[config.mk]
export PLATFORM = sky130hd
export DESIGN_NAME = ultrasonic_echo_ranger_core_flat
export DESIGN_NICKNAME = d
export VERILOG_FILES = /design/src/uer_pkg.sv /design/src/uer_in_if.sv /design/src/uer_out_if.sv /design/src/uer_cfg_if.sv /design/src/uer_datapath.sv /design/src/uer_ctrl.sv /design/src/ultrasonic_echo_ranger_core.sv /design/src/flat_wrapper.sv
export SDC_FILE = /design/constraint.sdc
export NUM_CORES = 1
export LEC_CHECK = 0
export BUFFER_PORTS_ARGS = -buffer_cell sky130_fd_sc_hd__clkbuf_2
export CORE_ASPECT_RATIO = 0.6
export CORE_UTILIZATION = 59
export CTS_CLUSTER_DIAMETER = 30
export DETAILED_ROUTE_END_ITERATION = 12
export PLACE_DENSITY_LB_ADDON = 0.2
export SLEW_MARGIN = 20
export SYNTH_ARGS = -nofsm -noshare
export SYNTH_HDL_FRONTEND = slang
export SYNTH_SLANG_ARGS = --single-unit
[constraint.sdc]
create_clock -name clk -period 6.2 [get_ports clk]
set_input_delay 1.86 -clock clk [delete_from_list [all_inputs] [get_ports clk]]
set_output_delay 1.86 -clock clk [all_outputs]
set_load 0.05 [all_outputs]
[src/uer_pkg.sv]
// ----------------------------------------------------------------------------
// Echo ranger package
// Shared widths, codes and controller/datapath command types.
// ----------------------------------------------------------------------------
package uer_pkg;

    localparam int TIMER_BITS  = 16;
    localparam int SCALE       = 100;
    localparam int SCALE_W     = 7;
    localparam int PROD_W      = TIMER_BITS + SCALE_W;
    localparam int CNT_W       = $clog2(PROD_W);
    localparam int BYTE_W      = 8;
    localparam int DEN_W       = 8;
    localparam int DIGIT_BASE  = 10;
    localparam int CFG_IDX_W   = 8;
    localparam int RECIP_SHIFT = PROD_W + 4;
    localparam int RECIP_W     = PROD_W + 1;
    localparam int TEN_PROD_W  = PROD_W + RECIP_W;

    localparam logic [BYTE_W-1:0] FRAME_HEAD   = 8'hFF;
    localparam logic [DEN_W-1:0]  DIVISOR_RST  = 8'd94;
    localparam logic [BYTE_W-1:0] FAR_CM_RST   = 8'd30;
    localparam logic [BYTE_W-1:0] MID_CM_RST   = 8'd20;
    localparam logic [BYTE_W-1:0] NEAR_CM_RST  = 8'd10;

    // Round the reciprocal of the digit base up so the product floors exactly
    localparam logic [RECIP_W-1:0] RECIP_TEN =
        RECIP_W'(((64'd1 << RECIP_SHIFT) + 64'(DIGIT_BASE - 1)) / 64'(DIGIT_BASE));

    typedef enum logic [CFG_IDX_W-1:0] {
        CFG_DIVISOR = 8'd0,
        CFG_FAR     = 8'd1,
        CFG_MID     = 8'd2,
        CFG_NEAR    = 8'd3
    } cfg_idx_t;

    typedef enum logic [1:0] {
        SEL_HEAD  = 2'd0,
        SEL_CM    = 2'd1,
        SEL_DIGIT = 2'd2,
        SEL_LEVEL = 2'd3
    } sel_t;

    typedef enum logic [1:0] {
        LEVEL_FAR  = 2'd0,
        LEVEL_MID  = 2'd1,
        LEVEL_NEAR = 2'd2,
        LEVEL_HIT  = 2'd3
    } level_t;

    typedef enum logic [2:0] {
        ST_IDLE,
        ST_SETUP,
        ST_DIV_A,
        ST_MUL,
        ST_SPLIT,
        ST_SEND
    } state_t;

    typedef struct packed {
        logic capture_start;
        logic capture_stop;
        logic div_init_a;
        logic ten_mul;
        logic ten_split;
        logic div_step;
        logic out_load;
        sel_t out_sel;
    } cmd_t;

endpackage

[src/uer_in_if.sv]
// ----------------------------------------------------------------------------
// Echo edge request channel
// Valid/ready channel carrying one edge capture event.
// ----------------------------------------------------------------------------
interface uer_in_if;
    logic        valid;
    logic        ready;
    logic        action;
    logic [15:0] capture_time;

    modport source (output valid, output action, output capture_time, input ready);
    modport sink   (input valid, input action, input capture_time, output ready);
endinterface

[src/uer_out_if.sv]
// ----------------------------------------------------------------------------
// Frame byte channel
// Valid/ready channel carrying one byte of the range frame.
// ----------------------------------------------------------------------------
interface uer_out_if;
    logic       valid;
    logic       ready;
    logic [7:0] frame_byte;
    logic       last;

    modport source (output valid, output frame_byte, output last, input ready);
    modport sink   (input valid, input frame_byte, input last, output ready);
endinterface

[src/uer_cfg_if.sv]
// ----------------------------------------------------------------------------
// Configuration write channel
// Valid/ready channel carrying a register index and write data.
// ----------------------------------------------------------------------------
interface uer_cfg_if;
    logic       valid;
    logic       ready;
    logic [7:0] index;
    logic [7:0] data;

    modport source (output valid, output index, output data, input ready);
    modport sink   (input valid, input index, input data, output ready);
endinterface

[src/uer_datapath.sv]
// ----------------------------------------------------------------------------
// Echo ranger datapath
// Start time, scaled pulse width, restoring divider, reciprocal split by ten,
// config and output byte registers.
// ----------------------------------------------------------------------------
module uer_datapath
    import uer_pkg::*;
(
    input  logic                  clk,
    input  logic                  rst_n,
    input  cmd_t                  cmd,
    input  logic [TIMER_BITS-1:0] capture_time,
    input  logic                  cfg_we,
    input  logic [CFG_IDX_W-1:0]  cfg_index,
    input  logic [BYTE_W-1:0]     cfg_data,
    output logic [BYTE_W-1:0]     frame_byte,
    output logic                  last
);

    logic [TIMER_BITS-1:0] start_reg;
    logic [TIMER_BITS-1:0] start_next;
    logic [PROD_W-1:0]     prod_reg;
    logic [PROD_W-1:0]     prod_next;
    logic [PROD_W-1:0]     num_reg;
    logic [PROD_W-1:0]     num_next;
    logic [DEN_W-1:0]      rem_reg;
    logic [DEN_W-1:0]      rem_next;
    logic [DEN_W-1:0]      den_reg;
    logic [DEN_W-1:0]      den_next;
    logic [TEN_PROD_W-1:0] ten_prod_reg;
    logic [TEN_PROD_W-1:0] ten_prod_next;
    logic [BYTE_W-1:0]     byte_reg;
    logic [BYTE_W-1:0]     byte_next;
    logic                  last_reg;
    logic                  last_next;
    logic [DEN_W-1:0]      divisor_reg;
    logic [BYTE_W-1:0]     far_reg;
    logic [BYTE_W-1:0]     mid_reg;
    logic [BYTE_W-1:0]     near_reg;

    logic [TIMER_BITS-1:0] diff;
    logic [DEN_W:0]        trial;
    logic                  fits;
    logic [PROD_W-1:0]     ten_quo;
    logic [PROD_W-1:0]     ten_rem;
    logic [BYTE_W-1:0]     cm_byte;
    level_t                level;

    // Register file
    always_ff @(posedge clk or negedge rst_n)
    begin
        if (!rst_n)
        begin
            divisor_reg <= DIVISOR_RST;
            far_reg     <= FAR_CM_RST;
            mid_reg     <= MID_CM_RST;
            near_reg    <= NEAR_CM_RST;
        end
        else if (cfg_we)
        begin
            unique case (cfg_idx_t'(cfg_index))
                CFG_DIVISOR: divisor_reg <= cfg_data;
                CFG_FAR:     far_reg     <= cfg_data;
                CFG_MID:     mid_reg     <= cfg_data;
                CFG_NEAR:    near_reg    <= cfg_data;
                default:     ;
            endcase
        end
    end

    assign diff    = capture_time - start_reg;
    assign trial   = {rem_reg, num_reg[PROD_W-1]};
    assign fits    = trial >= {1'b0, den_reg};
    assign ten_quo = PROD_W'(ten_prod_reg >> RECIP_SHIFT);
    assign ten_rem = num_reg - ten_quo * PROD_W'(DIGIT_BASE);
    assign cm_byte = num_reg[BYTE_W-1:0];

    always_comb
    begin
        priority if (cm_byte > far_reg)
            level = LEVEL_FAR;
        else if (cm_byte > mid_reg)
            level = LEVEL_MID;
        else if (cm_byte > near_reg)
            level = LEVEL_NEAR;
        else
            level = LEVEL_HIT;
    end

    always_comb
    begin
        start_next    = start_reg;
        prod_next     = prod_reg;
        num_next      = num_reg;
        rem_next      = rem_reg;
        den_next      = den_reg;
        ten_prod_next = ten_prod_reg;
        byte_next     = byte_reg;
        last_next     = last_reg;

        if (cmd.capture_start)
            start_next = capture_time;
        if (cmd.capture_stop)
        begin
            start_next = '0;
            prod_next  = PROD_W'(diff) * PROD_W'(SCALE);
        end
        if (cmd.div_init_a)
        begin
            num_next = prod_reg;
            rem_next = '0;
            den_next = (divisor_reg == '0) ? DEN_W'(1) : divisor_reg;
        end
        if (cmd.div_step)
        begin
            num_next = {num_reg[PROD_W-2:0], fits};
            rem_next = fits ? DEN_W'(trial - {1'b0, den_reg}) : trial[DEN_W-1:0];
        end
        if (cmd.ten_mul)
            ten_prod_next = TEN_PROD_W'(num_reg) * TEN_PROD_W'(RECIP_TEN);
        if (cmd.ten_split)
        begin
            num_next = ten_quo;
            rem_next = ten_rem[DEN_W-1:0];
        end
        if (cmd.out_load)
        begin
            last_next = (cmd.out_sel == SEL_LEVEL);
            unique case (cmd.out_sel)
                SEL_HEAD:  byte_next = FRAME_HEAD;
                SEL_CM:    byte_next = cm_byte;
                SEL_DIGIT: byte_next = BYTE_W'(rem_reg);
                SEL_LEVEL: byte_next = BYTE_W'(level);
            endcase
        end
    end

    always_ff @(posedge clk or negedge rst_n)
    begin
        if (!rst_n)
        begin
            start_reg <= '0;
        end
        else
        begin
            start_reg <= start_next;
        end
    end

    always_ff @(posedge clk)
    begin
        prod_reg     <= prod_next;
        num_reg      <= num_next;
        rem_reg      <= rem_next;
        den_reg      <= den_next;
        ten_prod_reg <= ten_prod_next;
        byte_reg     <= byte_next;
        last_reg     <= last_next;
    end

    assign frame_byte = byte_reg;
    assign last       = last_reg;

endmodule

[src/uer_ctrl.sv]
// ----------------------------------------------------------------------------
// Echo ranger controller
// Edge pairing, divider sequencing and frame byte delivery.
// ----------------------------------------------------------------------------
module uer_ctrl
    import uer_pkg::*;
(
    input  logic clk,
    input  logic rst_n,
    input  logic in_valid,
    input  logic in_action,
    output logic in_ready,
    output logic out_valid,
    input  logic out_ready,
    output cmd_t cmd
);

    state_t           state_reg;
    state_t           state_next;
    logic             armed_reg;
    logic             armed_next;
    logic [CNT_W-1:0] cnt_reg;
    logic [CNT_W-1:0] cnt_next;
    sel_t             idx_reg;
    sel_t             idx_next;

    logic in_fire;
    logic out_fire;
    logic cnt_done;

    assign in_fire  = in_valid && (state_reg == ST_IDLE);
    assign out_fire = out_ready && (state_reg == ST_SEND);
    assign cnt_done = (cnt_reg == CNT_W'(PROD_W - 1));

    always_comb
    begin
        state_next = state_reg;
        armed_next = armed_reg;
        cnt_next   = cnt_reg;
        idx_next   = idx_reg;
        unique case (state_reg)
            ST_IDLE:
            begin
                if (in_fire)
                begin
                    if (!in_action && !armed_reg)
                        armed_next = 1'b1;
                    else if (in_action && armed_reg)
                    begin
                        armed_next = 1'b0;
                        state_next = ST_SETUP;
                    end
                end
            end
            ST_SETUP:
            begin
                cnt_next   = '0;
                state_next = ST_DIV_A;
            end
            ST_DIV_A:
            begin
                cnt_next = cnt_reg + CNT_W'(1);
                if (cnt_done)
                    state_next = ST_MUL;
            end
            ST_MUL:
            begin
                state_next = ST_SPLIT;
            end
            ST_SPLIT:
            begin
                idx_next   = SEL_HEAD;
                state_next = ST_SEND;
            end
            ST_SEND:
            begin
                if (out_fire)
                begin
                    if (idx_reg == SEL_LEVEL)
                        state_next = ST_IDLE;
                    else
                        idx_next = sel_t'(idx_reg + 2'd1);
                end
            end
            default:
            begin
                state_next = ST_IDLE;
            end
        endcase
    end

    always_comb
    begin
        cmd           = '0;
        cmd.out_sel   = SEL_HEAD;
        unique case (state_reg)
            ST_IDLE:
            begin
                cmd.capture_start = in_fire && !in_action && !armed_reg;
                cmd.capture_stop  = in_fire && in_action && armed_reg;
            end
            ST_SETUP:
            begin
                cmd.div_init_a = 1'b1;
            end
            ST_DIV_A:
            begin
                cmd.div_step = 1'b1;
            end
            ST_MUL:
            begin
                cmd.ten_mul = 1'b1;
            end
            ST_SPLIT:
            begin
                cmd.ten_split = 1'b1;
                cmd.out_load  = 1'b1;
                cmd.out_sel   = SEL_HEAD;
            end
            ST_SEND:
            begin
                cmd.out_load = out_fire && (idx_reg != SEL_LEVEL);
                cmd.out_sel  = sel_t'(idx_reg + 2'd1);
            end
            default:
            begin
                cmd = '0;
            end
        endcase
    end

    assign in_ready  = (state_reg == ST_IDLE);
    assign out_valid = (state_reg == ST_SEND);

    always_ff @(posedge clk or negedge rst_n)
    begin
        if (!rst_n)
        begin
            state_reg <= ST_IDLE;
            armed_reg <= 1'b0;
            cnt_reg   <= '0;
            idx_reg   <= SEL_HEAD;
        end
        else
        begin
            state_reg <= state_next;
            armed_reg <= armed_next;
            cnt_reg   <= cnt_next;
            idx_reg   <= idx_next;
        end
    end

endmodule

[src/ultrasonic_echo_ranger_core.sv]
// ----------------------------------------------------------------------------
// Ultrasonic echo ranger core
// Pairs echo edges, converts pulse width to distance and sends a 4-byte frame.
// ----------------------------------------------------------------------------
// A falling edge that closes a pulse starts a measurement: the scaled width is
// registered at the request, then the setup state loads the divider, a
// 1-bit-per-cycle restoring divider divides by the divisor register, the
// multiply state multiplies by the reciprocal of ten, and the split state
// splits centimeters from the tenth digit while the head byte 0xFF is loaded;
// the frame's four bytes then follow one per accepted cycle. No new edge
// request is taken until the last byte is delivered. Configuration writes are
// taken every cycle.
module ultrasonic_echo_ranger_core
    import uer_pkg::*;
(
    input  logic       clk,
    input  logic       rst_n,
    uer_in_if.sink     in_ch,
    uer_out_if.source  out_ch,
    uer_cfg_if.sink    cfg_ch
);

    cmd_t cmd;

    assign cfg_ch.ready = 1'b1;

    uer_ctrl u_ctrl (
        .clk       (clk),
        .rst_n     (rst_n),
        .in_valid  (in_ch.valid),
        .in_action (in_ch.action),
        .in_ready  (in_ch.ready),
        .out_valid (out_ch.valid),
        .out_ready (out_ch.ready),
        .cmd       (cmd)
    );

    uer_datapath u_datapath (
        .clk          (clk),
        .rst_n        (rst_n),
        .cmd          (cmd),
        .capture_time (in_ch.capture_time),
        .cfg_we       (cfg_ch.valid),
        .cfg_index    (cfg_ch.index),
        .cfg_data     (cfg_ch.data),
        .frame_byte   (out_ch.frame_byte),
        .last         (out_ch.last)
    );

endmodule

[src/flat_wrapper.sv]
// flat-port wrapper written by rule: the top's interface ports become plain ports
module ultrasonic_echo_ranger_core_flat import uer_pkg::*;
  (clk, rst_n, in_ch_valid, in_ch_action, in_ch_capture_time, in_ch_ready, out_ch_valid, out_ch_frame_byte, out_ch_last, out_ch_ready, cfg_ch_valid, cfg_ch_index, cfg_ch_data, cfg_ch_ready);
  uer_in_if in_ch_i ();
  uer_out_if out_ch_i ();
  uer_cfg_if cfg_ch_i ();
  input  logic clk;
  input  logic rst_n;
  input wire logic [$bits(in_ch_i.valid)-1:0] in_ch_valid;
  input wire logic [$bits(in_ch_i.action)-1:0] in_ch_action;
  input wire logic [$bits(in_ch_i.capture_time)-1:0] in_ch_capture_time;
  output wire logic [$bits(in_ch_i.ready)-1:0] in_ch_ready;
  output wire logic [$bits(out_ch_i.valid)-1:0] out_ch_valid;
  output wire logic [$bits(out_ch_i.frame_byte)-1:0] out_ch_frame_byte;
  output wire logic [$bits(out_ch_i.last)-1:0] out_ch_last;
  input wire logic [$bits(out_ch_i.ready)-1:0] out_ch_ready;
  input wire logic [$bits(cfg_ch_i.valid)-1:0] cfg_ch_valid;
  input wire logic [$bits(cfg_ch_i.index)-1:0] cfg_ch_index;
  input wire logic [$bits(cfg_ch_i.data)-1:0] cfg_ch_data;
  output wire logic [$bits(cfg_ch_i.ready)-1:0] cfg_ch_ready;
  assign in_ch_i.valid = in_ch_valid;
  assign in_ch_i.action = in_ch_action;
  assign in_ch_i.capture_time = in_ch_capture_time;
  assign in_ch_ready = in_ch_i.ready;
  assign out_ch_valid = out_ch_i.valid;
  assign out_ch_frame_byte = out_ch_i.frame_byte;
  assign out_ch_last = out_ch_i.last;
  assign out_ch_i.ready = out_ch_ready;
  assign cfg_ch_i.valid = cfg_ch_valid;
  assign cfg_ch_i.index = cfg_ch_index;
  assign cfg_ch_i.data = cfg_ch_data;
  assign cfg_ch_ready = cfg_ch_i.ready;
  ultrasonic_echo_ranger_core u_core (.clk(clk), .rst_n(rst_n), .in_ch(in_ch_i), .out_ch(out_ch_i), .cfg_ch(cfg_ch_i));
endmodule
# Yosys cells after proc, flatten, opt, wreduce, memory -nomap -nowiden

Index checks and enable logic that the tools add are counted.

Add/subtract/negate cells: 5
Multipliers: 3
Order comparisons: 4
Eq/ne operators: 21
Multiplexer cells: 32
Reductions and logical operators: 28

Operator list:

| cell                     | number |
|---|---|
| $mul A23 B24 Y47 const B | 1 |
| $mux W23                 | 2 |
| $mux W16                 | 2 |
| $mux W8                  | 4 |
| $pmux W8 S4              | 1 |
| $gt A8 B8 Y1             | 3 |
| $mul A16 B5 Y21 const B  | 1 |
| $mul A20 B3 Y7 const B   | 1 |
| $mux W20                 | 1 |
| $mux W3                  | 6 |
| $pmux W3 S6              | 1 |
| $eq A8 B2 Y1 const B     | 2 |
| $logic_not A8 Y1         | 2 |
| $sub A16 B16 Y16         | 1 |
| $sub A8 B8 Y8            | 2 |
| $mux W2                  | 5 |
| $pmux W5 S2              | 1 |
| $reduce_bool A2 Y1       | 5 |
| $ge A9 B8 Y1             | 1 |
| $logic_and A1 B1 Y1      | 9 |
| $eq A8 B1 Y1 const B     | 1 |
| $ne A2 B1 Y1 const B     | 4 |
| $ne A2 B2 Y1 const B     | 4 |
| $reduce_and A2 Y1        | 4 |
| 17 further kinds         | 29 |

Register bits: 175

# Depth between registers and ports, before layout

Gate-level depths: netlist of run 1.

Depth in word-level cells: 7
Depth in mapped cells: 25

# By module

Synthesis of run 1 repeated with hierarchy kept, for this count alone.

Cell total of the unflattened synthesis: 1694
Area, all modules: 17148.9 µm²

By module, submodules not included:

| module                      | instances | cells each | area an instance (µm²) | seq. area each (µm²) |
|---|---|---|---|---|
| uer_datapath                | 1         | 1620       | 16460.8                | 3860.0 |
| uer_ctrl                    | 1         | 72         | 676.9                  | 275.3 |
| ultrasonic_echo_ranger_core | 1         | 2          | 11.3                   | 0.0 |

# Worst setup path after synthesis of run 1

Ideal clock, no wire load.

Path kind: input-to-reg
From: input port in_ch_capture_time[0]
To: register u_core.u_datapath.prod_reg[22] (data pin)
Arrival time: 6.209 ns
Required time: 5.942 ns
Slack: -0.267 ns
Cell stages on the path: 23
Buffers on the path: 0
Cells stage by stage: inv_1 ha_1 inv_1 fa_1 a21o_1 a21oi_2 o21bai_2 a211oi_2 o31ai_1 or2_2 xor2_1 ha_1 ha_1 inv_1 fa_1 inv_1 ha_1 or2_2 a21oi_1 a31oi_1 a221o_1 a21oi_1 xnor2_1

Cells in the longest elaborated chain, start to end: 2

Ends and longest elaborated chain:

| element              | line                | text |
|---|---|---|
| from (decl)          | flat_wrapper.sv:11  | `input wire logic [$bits(in_ch_i.capture_time)-1:0] in_ch_capture_time;` |
| $sub A16 B16 Y16     | uer_datapath.sv:71  | `assign diff = capture_time - start_reg;` |
| $mul A16 B5 Y21      | uer_datapath.sv:106 | `prod_next = PROD_W'(diff) * PROD_W'(SCALE);` |
| to (signal assigned) | uer_datapath.sv:152 | `prod_reg <= prod_next;` |
| to (decl)            | uer_datapath.sv:22  | `logic [PROD_W-1:0] prod_reg;` |

No other way between the ends.
A chain may end at the register's enable or synchronous reset.

# Worst setup path in the final report of run 1

From: register u_core.u_datapath.num_reg[7]
To: register u_core.u_datapath.ten_prod_reg[46] (data pin)

Cells in the longest elaborated chain, start to end: 1

Ends and longest elaborated chain:

| element                | line                | text |
|---|---|---|
| from (decl)            | uer_datapath.sv:24  | `logic [PROD_W-1:0] num_reg;` |
| from (signal assigned) | uer_datapath.sv:153 | `num_reg <= num_next;` |
| $mul A23 B24 Y47       | uer_datapath.sv:120 | `ten_prod_next = TEN_PROD_W'(num_reg) * TEN_PROD_W'(RECIP_TEN);` |
| to (signal assigned)   | uer_datapath.sv:156 | `ten_prod_reg <= ten_prod_next;` |
| to (decl)              | uer_datapath.sv:30  | `logic [TEN_PROD_W-1:0] ten_prod_reg;` |

No other way between the ends.

==> results of run 1 <==
==> per-layer routing <==
layer	global-route usage (%)	vias up	routed length, um
met2	41.7	376	17600
met3	8.42	35	3460
li1	-	5945	-
met1	45.0	6167	20000
met4	4.75	0	409
met5	0	-	0
==> path summary, 6_finish.rpt <==
kind                                                              from                                           end  slack (ns)
setup / recovery                u_core.u_datapath.num_reg[7]$_DFFE_PP_  u_core.u_datapath.ten_prod_reg[46]$_DFFE_PN_       -0.44
hold / removal             u_core.u_datapath.start_reg[14]$_DFFE_PN0P_   u_core.u_datapath.start_reg[14]$_DFFE_PN0P_        0.50
setup reg to reg                u_core.u_datapath.num_reg[7]$_DFFE_PP_  u_core.u_datapath.ten_prod_reg[46]$_DFFE_PN_       -0.44
hold reg to reg            u_core.u_datapath.start_reg[14]$_DFFE_PN0P_   u_core.u_datapath.start_reg[14]$_DFFE_PN0P_        0.50
max in group asynchronous                                        rst_n        u_core.u_ctrl.state_reg[1]$_DFFE_PN0P_        4.08
min in group asynchronous                                        rst_n      u_core.u_datapath.mid_reg[7]$_DFFE_PN0P_        1.58
==> through the flow <==
step / instances / utilization [%] / instance area (um2) / TNS, ns
global placement: 2218 / 68.3 / 18900 / -5.03
finish: 2267 / 72.7 / 20100 / -5.49
CTS: 2258 / 71.5 / 19800 / -3.49
global route: 2267 / 72.7 / 20100 / -9.07
detailed placement: 2218 / 68.3 / 18900 / -7.98
floorplan: 1640 / - / 16900 / -0.0383
==> Yosys cell counts, drive strengths merged, types with 2 or more instances <==
cell | instances | area share (%)
inv | 370 | 8.3
ha | 320 | 24
fa | 158 | 19
nand2 | 91 | 2.0
edfxtp | 86 | 15
o21ai | 60 | 1.8
a21oi | 55 | 1.7
nor2 | 55 | 1.2
xnor2 | 48 | 2.5
dfrtp | 46 | 6.9
mux2 | 34 | 2.3
a21o | 30 | 1.3
a31oi | 28 | 1.1
clkbuf | 26 | 0.58
xor2 | 21 | 1.1
nand3 | 20 | 0.60
a22o | 17 | 0.89
nand4 | 16 | 0.60
nor2b | 14 | 0.52
nor3 | 14 | 0.45
dfstp | 13 | 2.0
nand2b | 13 | 0.49
o22ai | 12 | 0.45
and3 | 10 | 0.40
or2 | 9 | 0.34
o21a | 7 | 0.31
o21bai | 7 | 0.34
mux2i | 6 | 0.36
and2 | 5 | 0.19
a211oi | 4 | 0.21
nand3b | 4 | 0.18
o211ai | 4 | 0.18
o31ai | 4 | 0.21
a211o | 3 | 0.16
a221oi | 3 | 0.19
dfxtp | 3 | 0.36
nor4 | 3 | 0.15
a221o | 2 | 0.12
a311oi | 2 | 0.14
nand4b | 2 | 0.10
nor3b | 2 | 0.12
or4 | 2 | 0.090
==> logic make-up (layout without fill, tap and decap cells) <==
group / count (synthesis) / after routing
AOI/OAI and AO/OA: 243 / 243
adders and majority gates: 478 / 478
xor gates and xnor gates: 69 / 69
buffers and inverters: 397 / 657
muxes: 40 / 40
DFF: 148 / 148
other: 1 / 1
and+or+nand+nor: 264 / 264
==> cell type report <==
class,instances,area (um2)
Timing Repair Buffer,255,1810
Multi-Input combinational cell,1095,11700
Tap cell,367,459
Fill cell,1956,7560
Clock inverter,13,158
Sequential cell,148,4140
Inverter,370,1400
Clock buffer,19,475
==> repair_timing <==
item | in CTS | in global routing
gates resized for setup | 32 | 46
setup buffers | 11 | 9
hold buffers | 0 | 0
pin swaps | 47 | 42
setup endpoints to repair | 19 | 25
==> placed cells by master, fill, tap and decap left out, types with 14 or more instances in the layout <==
cell type / n
a21o_1: 30
clkbuf_16: 19
nor2b_1: 14
fa_1: 150
xnor2_1: 45
nand2_1: 90
a22o_1: 17
ha_4: 24
nand3_1: 17
ha_1: 294
clkbuf_2: 47
dfrtp_1: 46
inv_1: 356
a31oi_1: 23
edfxtp_1: 86
mux2_2: 34
nor2_1: 51
o21ai_0: 54
buf_4: 203
xor2_1: 17
nand4_1: 16
a21oi_1: 41
==> out/results.txt, run 1 <==
Arr. time, crit path -> 6.82 ns
Synth Area in Adders -> 42.9%
Asr flop ratio synth -> 39.9%
Register area share after synthesis -> 24.7%
CTS buffer count -> 17
Post-route clock period utilization -> 107%
Setup WS pre-CTS -> -0.563 ns
First-pass GRT wire length -> 65.4 mm
CTS root buf -> clkbuf_16
Via count -> 12500
Least-Margin Pin Slew -> 0.952 ns
Top_reg_cell synth -> edfxtp_1
I/O pin count -> 50
Initial drt markers -> 899
Die Wd -> 219 um
Final hold viol count -> 0
WP buf/inv -> 6
Clk_lat worst skew -> 0.44 ns
Crit path cell chain -> ha_4 > inv_2 > fa_1 > inv_2 > fa_1 > inv_2 > fa_1 > inv_2 > fa_1 > inv_2 > fa_1 > fa_1 > ha_4 > a21oi_2 > o21ai_2 > nor4_4 > a311oi_2 > buf_4 > o31ai_4 > nand2b_1 > a21o_1 > a221oi_2 > xnor2_1
Die ar. -> 0.0290 mm2
Unrepaired setup endpoints after global routing -> yes
Max-cap violations -> 0
Hold WS -> 0.502 ns
Largest register FFs -> 23
Fin nets -> 2403
Synthesized Nets -> 2156
CP max FO -> 3
WP data required -> 6.38 ns
Buffers on Ports -> 48
Wirelength per Cell -> 18.3 um
Hold Path Cell Cnt -> 1
Drt first pass iters -> 5
Cell Area, Synth -> 0.0167 mm2
Failing checks -> negative setup slack
Outcome -> finished, violations left
Reg2Reg Depth -> 23
Initial Util -> 60.3%
CTS max path bufs -> 2
CP endpoint kind -> flip-flop
Core area -> 0.0277 mm2
CP Launch Type -> flip-flop
Clock Skew -> 0.00945 ns
Sink Count -> 148
CTS tree -> done
Total Wirelength -> 41.5 mm
Initial antenna violation count -> 0
Pin count of the biggest net entering global routing -> 60
Hold Path Class -> flip-flop to flip-flop
Avg Synthesized Cell Area -> 10.2 um2
Complex-gate fraction of the synthesized area -> 9.43%
Final setup fails -> 17
Post-route ant nets -> 0
Top delay family on crit path -> adder cells
Number of global-route vias before repair -> 12600
GRT Overall Usage -> 29.4%
Layout cells sized above 1 -> 23.7%
Detailed Place HPWL -> 33.9 mm
Setup Crit Path Kind -> flip-flop to flip-flop
Largest family of logic cells by synthesized area -> adder cells
CTS clk-pin slew, worst paths -> 0.06 ns
Post-synth EDFFs -> 86
Rel. slew slack -> 36.5%
Synth Register Bits -> 148
Worst setup margin -> -0.442 ns
Post-synthesis simple-gate area fraction -> 7.72%
Drt via density -> 5.52
Mux cell area share after synthesis -> 2.65%
Mapped Cells -> 1640
Rows -> 47
Worst path most repeated cell -> fa_1
H-tree Lvls -> 4
Ant diodes -> 0
Unique masters post-synth -> 66
Final global-route overflow total -> 0
Die height -> 132 um
Pins over their slew limit -> 0
Tmin final -> 6.64 ns
Area delta synth->final -> 20.5%
Fmax -> 151 MHz
Remaining DRCs -> 0
Crit path depth -> 23
Gpl congestion -> 0.989
YS warnings -> 0
Crit-path slowest cell -> fa_1
Synth Area in XOR/XNOR -> 3.62%
Max incr delay on CP -> 0.55 ns
Power of run 1 is not shown: default switching activity piles up to over one toggle a cycle in this logic, so the estimate is an artifact.
==> run 2, diff against run 1 <==
--- a/config.mk
+++ b/config.mk
@@ -10,6 +10,7 @@
 export CORE_UTILIZATION = 59
 export CTS_CLUSTER_DIAMETER = 30
 export DETAILED_ROUTE_END_ITERATION = 12
+export GPL_TIMING_DRIVEN = 0
 export PLACE_DENSITY_LB_ADDON = 0.2
 export SLEW_MARGIN = 20
 export SYNTH_ARGS = -nofsm -noshare
==> run 2 against run 1 <==
  * The run still ends with negative setup slack left
  * Clock skew shrank 0.00081 ns
  * Utilization decreased by 2.8 points
  * Critical path depth up 1
  * Critical endpoint is now u_core.u_datapath.ten_prod_reg[44]$_DFFE_PN_
==> out/results.txt, run 2 (same netlist as run 1, synthesis figures left out) <==
GRT Overall Usage -> 28.1% (-1.3 points)
CTS max path bufs -> 2 (unchanged)
Failing checks -> negative setup slack
Tmin final -> 6.67 ns (+0.0302 ns)
Clock Skew -> 0.00864 ns (-0.000814 ns)
Drt first pass iters -> 7 (+2)
Final global-route overflow total -> 0 (unchanged)
Placed Area -> 0.0177 mm2 (-6.7%)
Sink Count -> 148 (unchanged)
H-tree Lvls -> 4 (unchanged)
Register-to-register setup slack -> -0.47 ns (-0.03 ns)
Wirelength per Cell -> 18.4 um (+0.69%)
Met1 Resource Use GR -> 44.3% (-0.67 points)
Rows -> 47 (unchanged)
R2r startpoint -> u_core.u_datapath.num_reg[9]$_DFFE_PP_
Worst hold start -> u_core.u_datapath.start_reg[3]$_DFFE_PN0P_
CTS tree -> done
Final setup fails -> 16 (-1)
Fin nets -> 2292 (-4.6%)
CP Launch Type -> flip-flop
Arr. time, crit path -> 6.96 ns (+0.14 ns)
Global route hottest layer -> met1
Remaining DRCs -> 0 (unchanged)
Reg2Reg Depth -> 24 (+4.3%)
Most frequent cells in the layout -> inv_1 (348), ha_1 (285), fa_1 (143)
Buffers on Ports -> 48 (unchanged)
Gpl congestion -> 0.955 (-3.4%)
Die Wd -> 219 um (unchanged)
First-pass GRT wire length -> 62.1 mm (-5.1%)
Final hold viol count -> 0 (unchanged)
Ant diodes -> 0 (unchanged)
Pins over their slew limit -> 0 (unchanged)
Hold Path Class -> flip-flop to flip-flop
CTS clk-pin slew, worst paths -> 0.07 ns (about the same)
Fmax -> 150 MHz (-0.45%)
Max incr delay on CP -> 0.61 ns (+0.06 ns)
Clk_lat worst skew -> 0.43 ns (about the same)
Number of global-route vias before repair -> 11800 (-6.3%)
Die height -> 132 um (unchanged)
Crit path launch -> u_core.u_datapath.num_reg[9]$_DFFE_PP_
Most common cell after layout, fill and taps aside -> inv_1
Max-cap violations -> 0 (unchanged)
Setup Crit Path Kind -> flip-flop to flip-flop
M3 GR Usage -> 8.42% (unchanged)
Crit-path slowest cell -> fa_1
Pin count of the biggest net entering global routing -> 52 (-13%)
Post-route ant nets -> 0 (unchanged)
Hold path endpoint -> u_core.u_datapath.start_reg[3]$_DFFE_PN0P_
Drt via density -> 5.57 (+0.77%)
Die ar. -> 0.0290 mm2 (unchanged)
Initial drt markers -> 1072 (+19%)
Total Wirelength -> 39.8 mm (-4.2%)
Final std cells w/o fill -> 2156 (-4.9%)
Fin area -> 0.0194 mm2 (-3.8%)
WP data required -> 6.49 ns (+0.11 ns)
Via count -> 12000 (-4.2%)
Rel. slew slack -> 32.3% (-4.3 points)
Worst setup margin -> -0.473 ns (-0.0302 ns)
Layout cells sized above 1 -> 19.2% (-4.5 points)
Least-Margin Pin Slew -> 1.02 ns (+0.0639 ns)
Detailed Place HPWL -> 31.1 mm (-8.3%)
Crit path cell chain -> ha_2 > fa_1 > inv_2 > fa_2 > inv_4 > fa_1 > inv_2 > fa_1 > inv_1 > fa_1 > inv_1 > fa_1 > inv_2 > ha_4 > nand4_1 > nor2_2 > o21ai_2 > a311oi_2 > buf_4 > o31ai_4 > o21ai_2 > a31oi_4 > or4_4 > nand4b_1
Post-route clock period utilization -> 108% (+0.49 points)
Worst path most repeated cell -> fa_1
Met2 Use GR -> 37.6% (-4.1 points)
I/O pin count -> 50 (unchanged)
CTS buffer count -> 17 (unchanged)
CP max FO -> 5 (+2)
Area delta synth->final -> 15.9%
Placed cell count -> 2059 (-7.2%)
Largest register FFs -> 23 (unchanged)
Outcome -> finished, violations left
Top delay family on crit path -> adder cells
Initial Util -> 60.3% (unchanged)
Hold Path Cell Cnt -> 1 (unchanged)
Initial antenna violation count -> 0 (unchanged)
CTS root buf -> clkbuf_16
CP endpoint kind -> flip-flop
Setup WS pre-CTS -> -1.16 ns (-0.598 ns)
Core area -> 0.0277 mm2 (unchanged)
FF-to-FF End -> u_core.u_datapath.ten_prod_reg[44]$_DFFE_PN_
WP buf/inv -> 7 (+1)
Crit path depth -> 24 (+4.3%)
Unrepaired setup endpoints after global routing -> yes
Setup tns final -> -3.99 ns (+1.50 ns)
-- run 2: cell types whose count changed in the layout (fill, tap and decap cells not counted), sizes merged --
cell / delta
buf: -136
clkbuf: +25
clkinvlp: +2
inv: -2
bufinv: -1
clkinv: +1
-- run 2: final cells by class --
class	instances	area (um2)
Buffer	27	105
Clock buffer	19	464
Clock inverter	13	120
Fill cell	2036	8320
Inverter	370	1410
Multi-Input combinational cell	1095	11900
Sequential cell	148	4140
Tap cell	367	459
Timing Repair Buffer	117	810
-- run 2: per-layer routing --
layer / share of wire, % / vias to the layer above
li1: - / 5733
met1: 50 / 5840
met2: 40 / 389
met3: 9.1 / 39
met4: 1.2 / 0
met5: 0 / -
-- run 2: metrics by stage --
step | hold WS [ns] | util (%)
after floorplan | 0.453 | -
after global placement | 0.478 | 63.5
after detailed placement | 0.486 | 63.8
after CTS | 0.504 | 67.8
after global routing | 0.508 | 70.0
final | 0.500 | 70.0
-- run 2: what timing repair did --
item,in CTS,in global routing
hold buffers,0,0
hold endpoints to repair,0,0
pin swaps,50,74
gates resized for setup,53,81
setup endpoints to repair,23,23
setup buffers,41,27
-- run 2: worst max-delay path by stage --
stage,endpoint
4_1_cts,u_core.u_datapath.ten_prod_reg[46]$_DFFE_PN_
3_3_place_gp,u_core.u_datapath.ten_prod_reg[44]$_DFFE_PN_
6_report,u_core.u_datapath.ten_prod_reg[44]$_DFFE_PN_
3_5_place_dp,u_core.u_datapath.ten_prod_reg[44]$_DFFE_PN_
5_1_grt,u_core.u_datapath.ten_prod_reg[44]$_DFFE_PN_
2_1_floorplan,u_core.u_datapath.prod_reg[22]$_DFFE_PP_
Power of run 2 is left out for the same reason.
